<file path="src/rtl/sau_pkg.sv">
`default_nettype none
package sau_pkg;

    localparam int STACK_DEPTH = 64;
    localparam int DATA_W      = 32;
    localparam int DEPTH_W     = $clog2(STACK_DEPTH + 1);
    localparam int ADDR_W      = $clog2(STACK_DEPTH);
    localparam int CMD_W       = 3;
    localparam int STATUS_W    = 2;
    localparam int DIV_CNT_W   = $clog2(DATA_W);

    // Stream payload layout, lowest field first, padded to whole bytes.
    localparam int IN_BITS   = CMD_W + DATA_W;
    localparam int IN_TDATA_W  = ((IN_BITS + 7) / 8) * 8;
    localparam int OUT_BITS  = STATUS_W + DATA_W + DEPTH_W;
    localparam int OUT_TDATA_W = ((OUT_BITS + 7) / 8) * 8;
    localparam int OUT_TOP_LSB   = STATUS_W;
    localparam int OUT_DEPTH_LSB = STATUS_W + DATA_W;

    localparam logic [CMD_W-1:0] CMD_NOP  = 3'd0;
    localparam logic [CMD_W-1:0] CMD_PUSH = 3'd1;
    localparam logic [CMD_W-1:0] CMD_SWAP = 3'd2;
    localparam logic [CMD_W-1:0] CMD_ADD  = 3'd3;
    localparam logic [CMD_W-1:0] CMD_SUB  = 3'd4;
    localparam logic [CMD_W-1:0] CMD_DIV  = 3'd5;

    localparam logic [STATUS_W-1:0] ST_OK      = 2'd0;
    localparam logic [STATUS_W-1:0] ST_SHORT   = 2'd1;
    localparam logic [STATUS_W-1:0] ST_DIVZERO = 2'd2;
    localparam logic [STATUS_W-1:0] ST_FULL    = 2'd3;

    // Commands from the controller to the datapath.
    typedef struct packed {
        logic load;      // capture the incoming request
        logic exec;      // carry out the command, or set up the divider for div
        logic div_step;  // one quotient bit
        logic div_pop;   // write the quotient back and pop
        logic refill;    // reload the second entry from the memory
        logic deliver;   // load the result register
    } t_dp_cmd;

    // Status from the datapath to the controller.
    typedef struct packed {
        logic err;          // command rejected, stack left unchanged
        logic is_div;
        logic is_pop;       // add or sub
        logic refill_need;  // a pop leaves two or more entries
        logic div_last;     // final quotient bit is being produced
    } t_dp_stat;

endpackage
`default_nettype wire

</file>
<file path="src/rtl/sau_ctrl.sv">
`default_nettype none
module sau_ctrl
    import sau_pkg::*;
(
    input  wire logic     i_clk,
    input  wire logic     i_rst_n,
    input  wire logic     i_req_valid,
    output logic          o_req_ready,
    output logic          o_res_valid,
    input  wire logic     i_res_ready,
    input  wire t_dp_stat i_stat,
    output t_dp_cmd       o_cmd
);

    localparam logic [2:0] S_IDLE   = 3'd0;
    localparam logic [2:0] S_EXEC   = 3'd1;
    localparam logic [2:0] S_DIV    = 3'd2;
    localparam logic [2:0] S_DIVFIN = 3'd3;
    localparam logic [2:0] S_REFILL = 3'd4;
    localparam logic [2:0] S_DONE   = 3'd5;

    logic [2:0] r_state, n_state;
    logic       r_res_valid, n_res_valid;

    always_comb begin
        n_state     = r_state;
        o_cmd       = '0;
        o_req_ready = 1'b0;
        case (r_state)
            S_IDLE: begin
                o_req_ready = 1'b1;
                if (i_req_valid) begin
                    o_cmd.load = 1'b1;
                    n_state    = S_EXEC;
                end
            end
            S_EXEC: begin
                o_cmd.exec = 1'b1;
                if (i_stat.err) begin
                    n_state = S_DONE;
                end else if (i_stat.is_div) begin
                    n_state = S_DIV;
                end else if (i_stat.is_pop && i_stat.refill_need) begin
                    n_state = S_REFILL;
                end else begin
                    n_state = S_DONE;
                end
            end
            S_DIV: begin
                o_cmd.div_step = 1'b1;
                if (i_stat.div_last) begin
                    n_state = S_DIVFIN;
                end
            end
            S_DIVFIN: begin
                o_cmd.div_pop = 1'b1;
                n_state = i_stat.refill_need ? S_REFILL : S_DONE;
            end
            S_REFILL: begin
                o_cmd.refill = 1'b1;
                n_state      = S_DONE;
            end
            S_DONE: begin
                if (!r_res_valid || i_res_ready) begin
                    o_cmd.deliver = 1'b1;
                    n_state       = S_IDLE;
                end
            end
            default: begin
                n_state = S_IDLE;
            end
        endcase
    end

    always_comb begin
        n_res_valid = (r_res_valid && !i_res_ready) || o_cmd.deliver;
    end

    always_ff @(posedge i_clk) begin
        if (!i_rst_n) begin
            r_state     <= S_IDLE;
            r_res_valid <= 1'b0;
        end else begin
            r_state     <= n_state;
            r_res_valid <= n_res_valid;
        end
    end

    assign o_res_valid = r_res_valid;

endmodule
`default_nettype wire

</file>
<file path="src/rtl/sau_datapath.sv">
`default_nettype none
module sau_datapath
    import sau_pkg::*;
(
    input  wire logic                   i_clk,
    input  wire logic                   i_rst_n,
    input  wire t_dp_cmd                i_cmd,
    input  wire logic [CMD_W-1:0]       i_req_cmd,
    input  wire logic [DATA_W-1:0]      i_req_value,
    output t_dp_stat                    o_stat,
    output logic [STATUS_W-1:0]         o_res_status,
    output logic [DATA_W-1:0]           o_res_top,
    output logic [DEPTH_W-1:0]          o_res_depth
);

    // The top two entries live in registers; deeper entries live in the memory,
    // entry k of the stack at address k.
    logic [DATA_W-1:0]   r_mem [STACK_DEPTH];
    logic [DATA_W-1:0]   r_rd_data;

    logic [CMD_W-1:0]    r_cmd;
    logic [DATA_W-1:0]   r_val;
    logic [DATA_W-1:0]   r_top;
    logic [DATA_W-1:0]   r_second;
    logic [DEPTH_W-1:0]  r_depth, n_depth;
    logic [STATUS_W-1:0] r_status;

    logic [DATA_W-1:0]    r_rem;
    logic [DATA_W-1:0]    r_quo;
    logic [DATA_W-1:0]    r_dvs;
    logic                 r_neg;
    logic [DIV_CNT_W-1:0] r_cnt;

    logic [STATUS_W-1:0] st;
    logic                depth_ge2;
    logic                full;
    logic                ok_exec;
    logic [DEPTH_W-1:0]  wr_ptr;
    logic [DEPTH_W-1:0]  rd_ptr;
    logic [DATA_W:0]     rem_sh;
    logic [DATA_W+1:0]   diff;
    logic [DATA_W-1:0]   quo_signed;

    assign depth_ge2 = (r_depth >= DEPTH_W'(2));
    assign full      = (r_depth == DEPTH_W'(STACK_DEPTH));
    assign wr_ptr    = r_depth - DEPTH_W'(2);
    assign rd_ptr    = r_depth - DEPTH_W'(3);

    always_comb begin
        st = ST_OK;
        if (r_cmd == CMD_PUSH) begin
            st = full ? ST_FULL : ST_OK;
        end else if (r_cmd inside {CMD_SWAP, CMD_ADD, CMD_SUB, CMD_DIV}) begin
            if (!depth_ge2) begin
                st = ST_SHORT;
            end else if (r_cmd == CMD_DIV && r_top == '0) begin
                st = ST_DIVZERO;
            end
        end
    end

    assign ok_exec = i_cmd.exec && (st == ST_OK);

    always_comb begin
        o_stat.err         = (st != ST_OK);
        o_stat.is_div      = (r_cmd == CMD_DIV);
        o_stat.is_pop      = (r_cmd == CMD_ADD) || (r_cmd == CMD_SUB);
        o_stat.refill_need = (r_depth >= DEPTH_W'(3));
        o_stat.div_last    = (r_cnt == '1);
    end

    // Restoring division on magnitudes, one quotient bit per step.
    assign rem_sh     = {r_rem, r_quo[DATA_W-1]};
    assign diff       = {1'b0, rem_sh} - {2'b00, r_dvs};
    assign quo_signed = r_neg ? (DATA_W'(0) - r_quo) : r_quo;

    always_comb begin
        n_depth = r_depth;
        if (ok_exec && r_cmd == CMD_PUSH) begin
            n_depth = r_depth + DEPTH_W'(1);
        end else if ((ok_exec && (r_cmd == CMD_ADD || r_cmd == CMD_SUB)) || i_cmd.div_pop) begin
            n_depth = r_depth - DEPTH_W'(1);
        end
    end

    always_ff @(posedge i_clk) begin
        if (!i_rst_n) begin
            r_depth <= '0;
        end else begin
            r_depth <= n_depth;
        end
    end

    always_ff @(posedge i_clk) begin
        if (i_cmd.load) begin
            r_cmd <= i_req_cmd;
            r_val <= i_req_value;
        end
        if (i_cmd.exec) begin
            r_status <= st;
        end
        if (ok_exec) begin
            case (r_cmd)
                CMD_PUSH: begin
                    r_second <= r_top;
                    r_top    <= r_val;
                end
                CMD_SWAP: begin
                    r_second <= r_top;
                    r_top    <= r_second;
                end
                CMD_ADD: begin
                    r_top <= r_second + r_top;
                end
                CMD_SUB: begin
                    r_top <= r_second - r_top;
                end
                CMD_DIV: begin
                    r_rem <= '0;
                    r_quo <= r_second[DATA_W-1] ? (DATA_W'(0) - r_second) : r_second;
                    r_dvs <= r_top[DATA_W-1] ? (DATA_W'(0) - r_top) : r_top;
                    r_neg <= r_second[DATA_W-1] ^ r_top[DATA_W-1];
                    r_cnt <= '0;
                end
                default: begin
                end
            endcase
        end
        if (i_cmd.div_step) begin
            r_cnt <= r_cnt + DIV_CNT_W'(1);
            if (!diff[DATA_W+1]) begin
                r_rem <= diff[DATA_W-1:0];
                r_quo <= {r_quo[DATA_W-2:0], 1'b1};
            end else begin
                r_rem <= rem_sh[DATA_W-1:0];
                r_quo <= {r_quo[DATA_W-2:0], 1'b0};
            end
        end
        if (i_cmd.div_pop) begin
            r_top <= quo_signed;
        end
        if (i_cmd.refill) begin
            r_second <= r_rd_data;
        end
    end

    // Stack memory: the old second entry spills on a push; the entry below the
    // second is read every cycle so that it is ready when a pop needs it.
    always_ff @(posedge i_clk) begin
        if (ok_exec && r_cmd == CMD_PUSH && depth_ge2) begin
            r_mem[wr_ptr[ADDR_W-1:0]] <= r_second;
        end
        r_rd_data <= r_mem[rd_ptr[ADDR_W-1:0]];
    end

    always_ff @(posedge i_clk) begin
        if (i_cmd.deliver) begin
            o_res_status <= r_status;
            o_res_top    <= (r_depth != '0) ? r_top : '0;
            o_res_depth  <= r_depth;
        end
    end

endmodule
`default_nettype wire

</file>
<file path="src/rtl/stack_arith_unit.sv">
// Sequence: an accepted request is executed; div then runs the divider (one quotient bit per
// cycle) and writes the quotient back with a pop. A pop that leaves two or more entries then
// refills the second register from the memory. Nop, push, swap and rejected commands go
// straight to the result. Add, sub and div skip the refill if the pop leaves one entry.
// A new request is taken only after the last result loads, which m_axis_tready stalls delay.
// Reset (i_rst_n low, synchronous) empties the stack and drops any pending result.
`default_nettype none
module stack_arith_unit
    import sau_pkg::*;
(
    input  wire logic                   i_clk,
    input  wire logic                   i_rst_n,
    input  wire logic                   s_axis_tvalid,
    output logic                        s_axis_tready,
    // s_axis_tdata: cmd [2:0], push_value [34:3], zero pad above
    input  wire logic [IN_TDATA_W-1:0]  s_axis_tdata,
    output logic                        m_axis_tvalid,
    input  wire logic                   m_axis_tready,
    // m_axis_tdata: status [1:0], top_value [33:2], stack_depth [40:34], zero pad above
    output logic [OUT_TDATA_W-1:0]      m_axis_tdata
);

    // The controller sequences each request through execute, divide and refill
    // steps; the datapath holds the stack, the divider and the result register.
    t_dp_cmd             dp_cmd;
    t_dp_stat            dp_stat;
    logic [STATUS_W-1:0] res_status;
    logic [DATA_W-1:0]   res_top;
    logic [DEPTH_W-1:0]  res_depth;

    sau_ctrl u_ctrl (
        .i_clk       (i_clk),
        .i_rst_n     (i_rst_n),
        .i_req_valid (s_axis_tvalid),
        .o_req_ready (s_axis_tready),
        .o_res_valid (m_axis_tvalid),
        .i_res_ready (m_axis_tready),
        .i_stat      (dp_stat),
        .o_cmd       (dp_cmd)
    );

    sau_datapath u_dp (
        .i_clk        (i_clk),
        .i_rst_n      (i_rst_n),
        .i_cmd        (dp_cmd),
        .i_req_cmd    (s_axis_tdata[CMD_W-1:0]),
        .i_req_value  (s_axis_tdata[CMD_W +: DATA_W]),
        .o_stat       (dp_stat),
        .o_res_status (res_status),
        .o_res_top    (res_top),
        .o_res_depth  (res_depth)
    );

    // Pack the result fields, lowest field first, with zero padding on top.
    assign m_axis_tdata = OUT_TDATA_W'({res_depth, res_top, res_status});

endmodule
`default_nettype wire

</file>
<file path="config.mk">
export PLATFORM = sky130hd
export DESIGN_NAME = stack_arith_unit
export DESIGN_NICKNAME = d
export VERILOG_FILES = /design/src/rtl/sau_pkg.sv /design/src/rtl/sau_ctrl.sv /design/src/rtl/sau_datapath.sv /design/src/rtl/stack_arith_unit.sv
export SDC_FILE = /design/constraint.sdc
export NUM_CORES = 2
export LEC_CHECK = 0
export BUFFER_PORTS_ARGS = -buffer_cell sky130_fd_sc_hd__clkbuf_2
export CORE_ASPECT_RATIO = 0.75
export CORE_MARGIN = 4
export CORE_UTILIZATION = 50
export CTS_BUF_LIST = sky130_fd_sc_hd__clkbuf_4 sky130_fd_sc_hd__clkbuf_8
export DETAILED_ROUTE_END_ITERATION = 16
export GPL_TIMING_DRIVEN = 1
export HOLD_SLACK_MARGIN = 0.06
export PLACE_DENSITY_LB_ADDON = 0.2
export SLEW_MARGIN = 5
export SYNTH_ARGS = -nofsm -noshare
export SYNTH_HDL_FRONTEND = slang
export SYNTH_SLANG_ARGS = --single-unit
</file>
<file path="constraint.sdc">
create_clock -name i_clk -period 11.7 [get_ports i_clk]
set_clock_uncertainty 0.2 [all_clocks]
set_input_delay 2.34 -clock i_clk [delete_from_list [all_inputs] [get_ports i_clk]]
set_output_delay 2.34 -clock i_clk [all_outputs]
set_load 0.01 [all_outputs]
</file>
* Word level (Yosys, flattened, before mapping)
Memory sizes are Yosys's and may differ from the RTL's. A register that Yosys moved wholly into a read port is not among the register bits.
Cells that the tools add are included.
** Operators by class
- Add/subtract/negate cells :: 11
- Order comparisons :: 2
- Equality and inequality tests :: 15
- Mux-type cells :: 46
- Bitwise gates (word level) :: 1
- Reductions and logical operators :: 32
** Operator list (count)
- two-way mux 32 bit :: 14
- one-hot mux 32 bit (4 select lines) :: 1
- subtractor 1 x 32 -> 32 bit (first input constant) :: 3
- subtractor 33 x 32 -> 34 bit :: 1
- adder 32 bit :: 1
- zero test 32 bit :: 1
- subtractor 32 bit :: 1
- two-way mux 31 bit :: 1
- one-hot mux 3 bit (6 select lines) :: 1
- two-way mux 3 bit :: 5
- two-way mux 5 bit :: 3
- greater-or-equal comparator 7 x 2 -> 1 bit (second input constant) :: 2
- two-way mux 1 bit :: 14
- two-way mux 7 bit :: 2
- nonzero test 2 bit :: 7
- == test 3 x 2 -> 1 bit (second input constant) :: 4
- == test 3 bit (second input constant) :: 4
- subtractor 6 x 2 -> 6 bit (second input constant) :: 2
- two-way mux 2 bit :: 5
- AND reduction 2 bit :: 4
- adder 7 x 1 -> 7 bit (second input constant) :: 1
- == test 7 bit (second input constant) :: 1
- logical AND 1 bit :: 7
- nonzero test 7 bit :: 1
- other kinds (15) :: 21
** Storage, ports and cells
- Register bits :: 255
- Bits in writable memories :: 2048
- Bits of input ports :: 44
- Output and inout port bits :: 50
- Word-level logic and storage cells :: 125
- Memories :: 1
** Memory list
- u_dp.r_mem :: words 64, width 32, read ports 1, clocked after Yosys merged registers in 1, wr ports 1, RTL line sau_datapath.sv:18 : logic [DATA_W-1:0] r_mem [STACK_DEPTH];

* Logic depth before layout (Yosys ltp)
- Word-level depth :: 12
- Depth in mapped cells :: 21
- Depth with buffers taken out :: 19

* By module
From an unflattened synthesis, not the netlist that was laid out.
** Unflattened totals
- Cell total of the unflattened synthesis :: 4749
- Area, all modules :: 95056.2 sq um
** Modules (own cells, without submodules)
- sau_datapath :: instances 1, cells each 4704, area an instance 94702.1 sq um, sequential area each 69606.8 sq um
- sau_ctrl :: instances 1, cells each 37, area an instance 297.8 sq um, sequential area each 80.1 sq um
- stack_arith_unit :: instances 1, cells each 8, area an instance 56.3 sq um, sequential area each 0.0 sq um

* Worst setup path after synthesis
Ideal clock, no wire load.
- Path type :: register -> register
- Start point :: register u_dp.r_depth[0]
- End point :: register u_dp.r_cnt[0] (enable)
- Setup time :: 0.593 ns
- Data arrival time :: 8.018 ns
- Required time :: 10.907 ns
- Slack :: 2.889 ns
- Stages on the path, launching flop included :: 12
- Buffers on the path :: 4
- Period minus slack after synthesis :: 8.811 ns
- Path through :: dfxtp_1 > clkbuf_1 > clkbuf_1 > buf_1 > buf_1 > inv_1 > ha_1 > nor4_1 > or4_1 > o21ai_1 > or2_2 > o21ai_0
** On the way
- Cells in the longest elaborated chain, start to end :: 8
- Elaborated cells between the ends (all ways) :: 10
- Those cells by class :: order compare: 1; eq/ne: 1; mux: 4; reduce/logical: 4
** Ends and longest elaborated chain
- start: declaration :: RTL line sau_datapath.sv:25 : logic [DEPTH_W-1:0] r_depth, n_depth;
- start signal: assignment :: RTL line sau_datapath.sv:90 : r_depth <= n_depth;
- greater-or-equal comparator 7 x 2 -> 1 bit :: RTL line sau_datapath.sv:44 : assign depth_ge2 = (r_depth >= DEPTH_W'(2));
- two-way mux 2 bit :: RTL line sau_datapath.sv:54 : if (!depth_ge2) begin
- two-way mux 2 bit :: RTL line sau_datapath.sv:53 : end else if (r_cmd inside {CMD_SWAP, CMD_ADD, CMD_SUB, CMD_DIV}) begin
- two-way mux 2 bit * :: RTL line sau_datapath.sv:51 : if (r_cmd == CMD_PUSH) begin
- zero test 2 bit * :: RTL line sau_datapath.sv:62 : assign ok_exec = i_cmd.exec && (st == ST_OK);
- logical AND 1 bit * :: RTL line sau_datapath.sv:62
- nonzero test 2 bit (no source line) *
- AND reduction 2 bit (no source line) *
- end signal: assignment :: RTL line sau_datapath.sv:130 : r_cnt <= r_cnt + DIV_CNT_W'(1);
- end: declaration :: RTL line sau_datapath.sv:32 : logic [DIV_CNT_W-1:0] r_cnt;
Mark *: on every way between the ends. The rest lies on a longest branch, timed or not.
A chain may end at the register's enable or synchronous reset.

* Worst setup path in the final report
- Start point :: register u_dp.r_top[1]
- End point :: register u_dp.r_top[31], data pin
** On the way
- Cells in the longest elaborated chain, start to end :: 4
- Elaborated cells between the ends (all ways) :: 5
- Those cells by class :: add/sub: 2; mux: 3
** Ends and longest elaborated chain
- start: declaration :: RTL line sau_datapath.sv:23 : logic [DATA_W-1:0] r_top;
- start signal: assignment :: RTL line sau_datapath.sv:106 : r_top <= r_val;
- start signal: assignment :: RTL line sau_datapath.sv:110 : r_top <= r_second;
- start signal: assignment :: RTL line sau_datapath.sv:113 : r_top <= r_second + r_top;
- subtractor 32 bit or adder 32 bit (tied branches) :: RTL line sau_datapath.sv:116, sau_datapath.sv:113
- one-hot mux 32 bit (4 select lines) * :: RTL line sau_datapath.sv:103 : case (r_cmd)
- two-way mux 32 bit * :: RTL line sau_datapath.sv:102 : if (ok_exec) begin
- two-way mux 32 bit * :: RTL line sau_datapath.sv:139 : if (i_cmd.div_pop) begin
Mark *: on every way between the ends. The rest lies on a longest branch, timed or not. The select of a mux whose other input is x is not followed.

==> out/results.tsv <==
metric	value	unit
row_count	138	
power_density	196	mW/mm2
synth_top_area_cell	edfxtp_1	
antenna_found_initial	6	
finalCritPeriodShare	0.577	
clockBufferDepth	4	
drive_above_1_share	0.293	
start_util	0.503	
max_slew_margin	0.199	
ys_top_cells_by_area	edfxtp_1 73%, mux4_2 15%, ha_1 1.0%	
max_freq	148	MHz
cts_buffers	361	
p_leak	33.2	nW
drt-total-wl	246	mm
ant_nets	0	
synth_top_cell_area_share	0.726	
ir_worst_vdd	0.130	mV
status	complete, no violations	
grt.total_usage	0.250	
cp.required	12.27	ns
clock_latency	1.04	ns
cp-end-kind	flip-flop	
post_cts_resized	0	
grt_max_degree	124	
dieArea	0.197	mm2
crit_fanout	7	
hold_path_class	reg2reg	
die_w	511	um
rsz0062_at_grt	no	
syn_inst	4719	
drc_errors	0	
num-nets-final	5187	
yosysSeqAreaShare	0.735	
dr.first_iter.drc_count	6372	
gp_congestion	0.965	
grt_pass1_vias	48400	
cts_root_buffer	clkbuf_8	
core_area	0.189	mm2
synth.ff_latch_count	2335	
path_clk_slew	0.07	ns
num_vias	48800	
dpl.hpwl	141	mm
fin_crit	6.76	ns
firstDrtPassIters	6	
final_hold_viol_count	0	
ys_warn_count	0	
critical_path_arrival	7.33	ns
area_delta_synth_final	11.8	%
synth.avg_cell_area	20.1	um2
hold-worst-slack	0.330	ns
synth_ff_type	edfxtp_1	
synth_edf_count	2292	
synth_common_cells	2292 x edfxtp_1, 640 x mux4_2, 184 x clkbuf_1	
wire_per_inst	31.3	um
cts_setup_buffers	0	
cts_tree	yes	
yosysMostFrequentCell	edfxtp_1	
io_pins	94	
port_buffers	81	
cts_sinks	2335	
overflow	0	
max_cap_violations	0	
finalSetupTns	0	ns
yosysUniqueCellTypes	75	
drv_slew	0	
cts_hold_buf	0	
vias_per_cell	6.22	
syn_area	0.0948	mm2
crit_path_start_kind	flip-flop	
setup_viol	0	
worst_pin_slew	1.20	ns
grt_pass1_wl	351	mm
h-tree-depth	5	
timing_worst_setup_path_type	reg2reg	
synthArstFlopShare	0	
die_y	385	um
[metrics by stage]
step | cells | cell area (um2) | utilization | worst slack (ns) | power [mW]
CTS | 7837 | 106000 | 0.562 | 5.15 | 20.8
floorplan | 4725 | 94800 | - | 2.89 | 12.7
global route | 7840 | 106000 | 0.562 | 4.77 | 21.5
finish | 7844 | 106000 | 0.562 | 4.94 | 20.7
detailed placement | 7221 | 99200 | 0.526 | 5.19 | 14.3
global placement | 7221 | 99200 | 0.526 | 5.21 | 14.3
[sequential cells by signal, indices dropped and copies added, names as in the netlist, 32 cells and up]
| signal | cells |
|---|---|
| u_dp.o_res_top | 32 |
| u_dp.r_dvs | 32 |
| u_dp.r_mem | 2048 |
| u_dp.r_quo | 32 |
| u_dp.r_rd_data | 32 |
| u_dp.r_rem | 32 |
| u_dp.r_second | 32 |
| u_dp.r_top | 32 |
| u_dp.r_val | 32 |
[kinds of logic after synthesis]
| family | Yosys count | synth area share |
|---|---|---|
| flip-flops | 2335 | 0.735 |
| multiplexers | 729 | 0.162 |
| AND/OR/NAND/NOR | 615 | 0.0317 |
| AO/OA/AOI/OAI | 465 | 0.0313 |
| buffers and inverters | 315 | 0.0128 |
| XOR/XNOR | 180 | 0.0166 |
| adder cells (fa/ha/maj) | 79 | 0.0107 |
| other | 1 | 0.0000396 |
[layout by cell type (no fill, tap or decap), types with 12 or more instances in the layout]
master and instances:
mux2_2 30, o31ai_1 31, a21oi_1 125, a211oi_1 50, clkinv_1 58, or3_1 26
dfxtp_1 42, clkbuf_8 370, edfxtp_1 2292, nor2_4 66, and2_1 41, or4_1 15
clkbuf_4 122, nand3_1 33, a21o_1 24, inv_1 63, nand4_1 12, nand2_1 160
and3_1 13, buf_4 140, nor3_1 24, ha_1 75, mux2i_1 59, clkinv_2 48
nand2b_1 15, mux4_2 640, nor2_1 114, xor2_1 90, clkbuf_2 81, o21ai_0 113
nor2b_1 49, xnor2_1 86
[where the power goes]
| group | switching (mW) | internal (mW) | total [mW] |
|---|---|---|---|
| Clock | 3.08 | 3.45 | 6.53 |
| Sequential | 0.207 | 9.79 | 10.0 |
| Combinational | 2.64 | 1.54 | 4.19 |
| Total | 5.94 | 14.8 | 20.7 |
[area by class of cell]
class / instances / area (um2)
fillers: 14200 / 82600
flip-flops and latches: 2335 / 69700
multi-input cells: 2075 / 24500
clock buffers: 492 / 6010
well taps: 2520 / 3150
repair buffers: 228 / 1600
clock inverters: 124 / 739
inverters: 63 / 236
diodes: 7 / 17.5
[layer usage]
metal  GRT usage  up-vias  wire length [um]  part of all wire
li1            -    20200                 -                 -
met1       0.387    25800            107000              0.44
met2       0.364     2370            110000              0.45
met3      0.0527      367             22900             0.093
met4      0.0644        0              5610             0.023
met5           0        -                 0                 0
[critical path, cell delays in order, from the launching register on]
cell and delay (ns):
edfxtp_1 0.45, inv_1 0.18, ha_1 0.21, or3b_2 0.52, or4b_1 0.65, nand2b_1 0.24, or3_1 0.45, or3_1 0.48
o31ai_1 0.28, xor2_1 0.19, ha_1 0.34, a21o_1 0.22, a21o_1 0.20, a21o_1 0.19, or3_1 0.33, o31ai_1 0.39
nand2_1 0.15, a21oi_1 0.21, xor2_1 0.46, a31oi_1 0.14
[final timing paths]
path | from | endpoint | slack [ns] | cells past startpoint
max | u_dp.r_top[1] | u_dp.r_top[31] | 4.94 | 19
min | u_dp.r_status[0] | u_dp.o_res_status[0] | 0.33 | 0
max reg2reg | u_dp.r_top[1] | u_dp.r_top[31] | 4.94 | 19
min reg2reg | u_dp.r_status[0] | u_dp.o_res_status[0] | 0.33 | 0
Power figures use the tool's default switching activity.
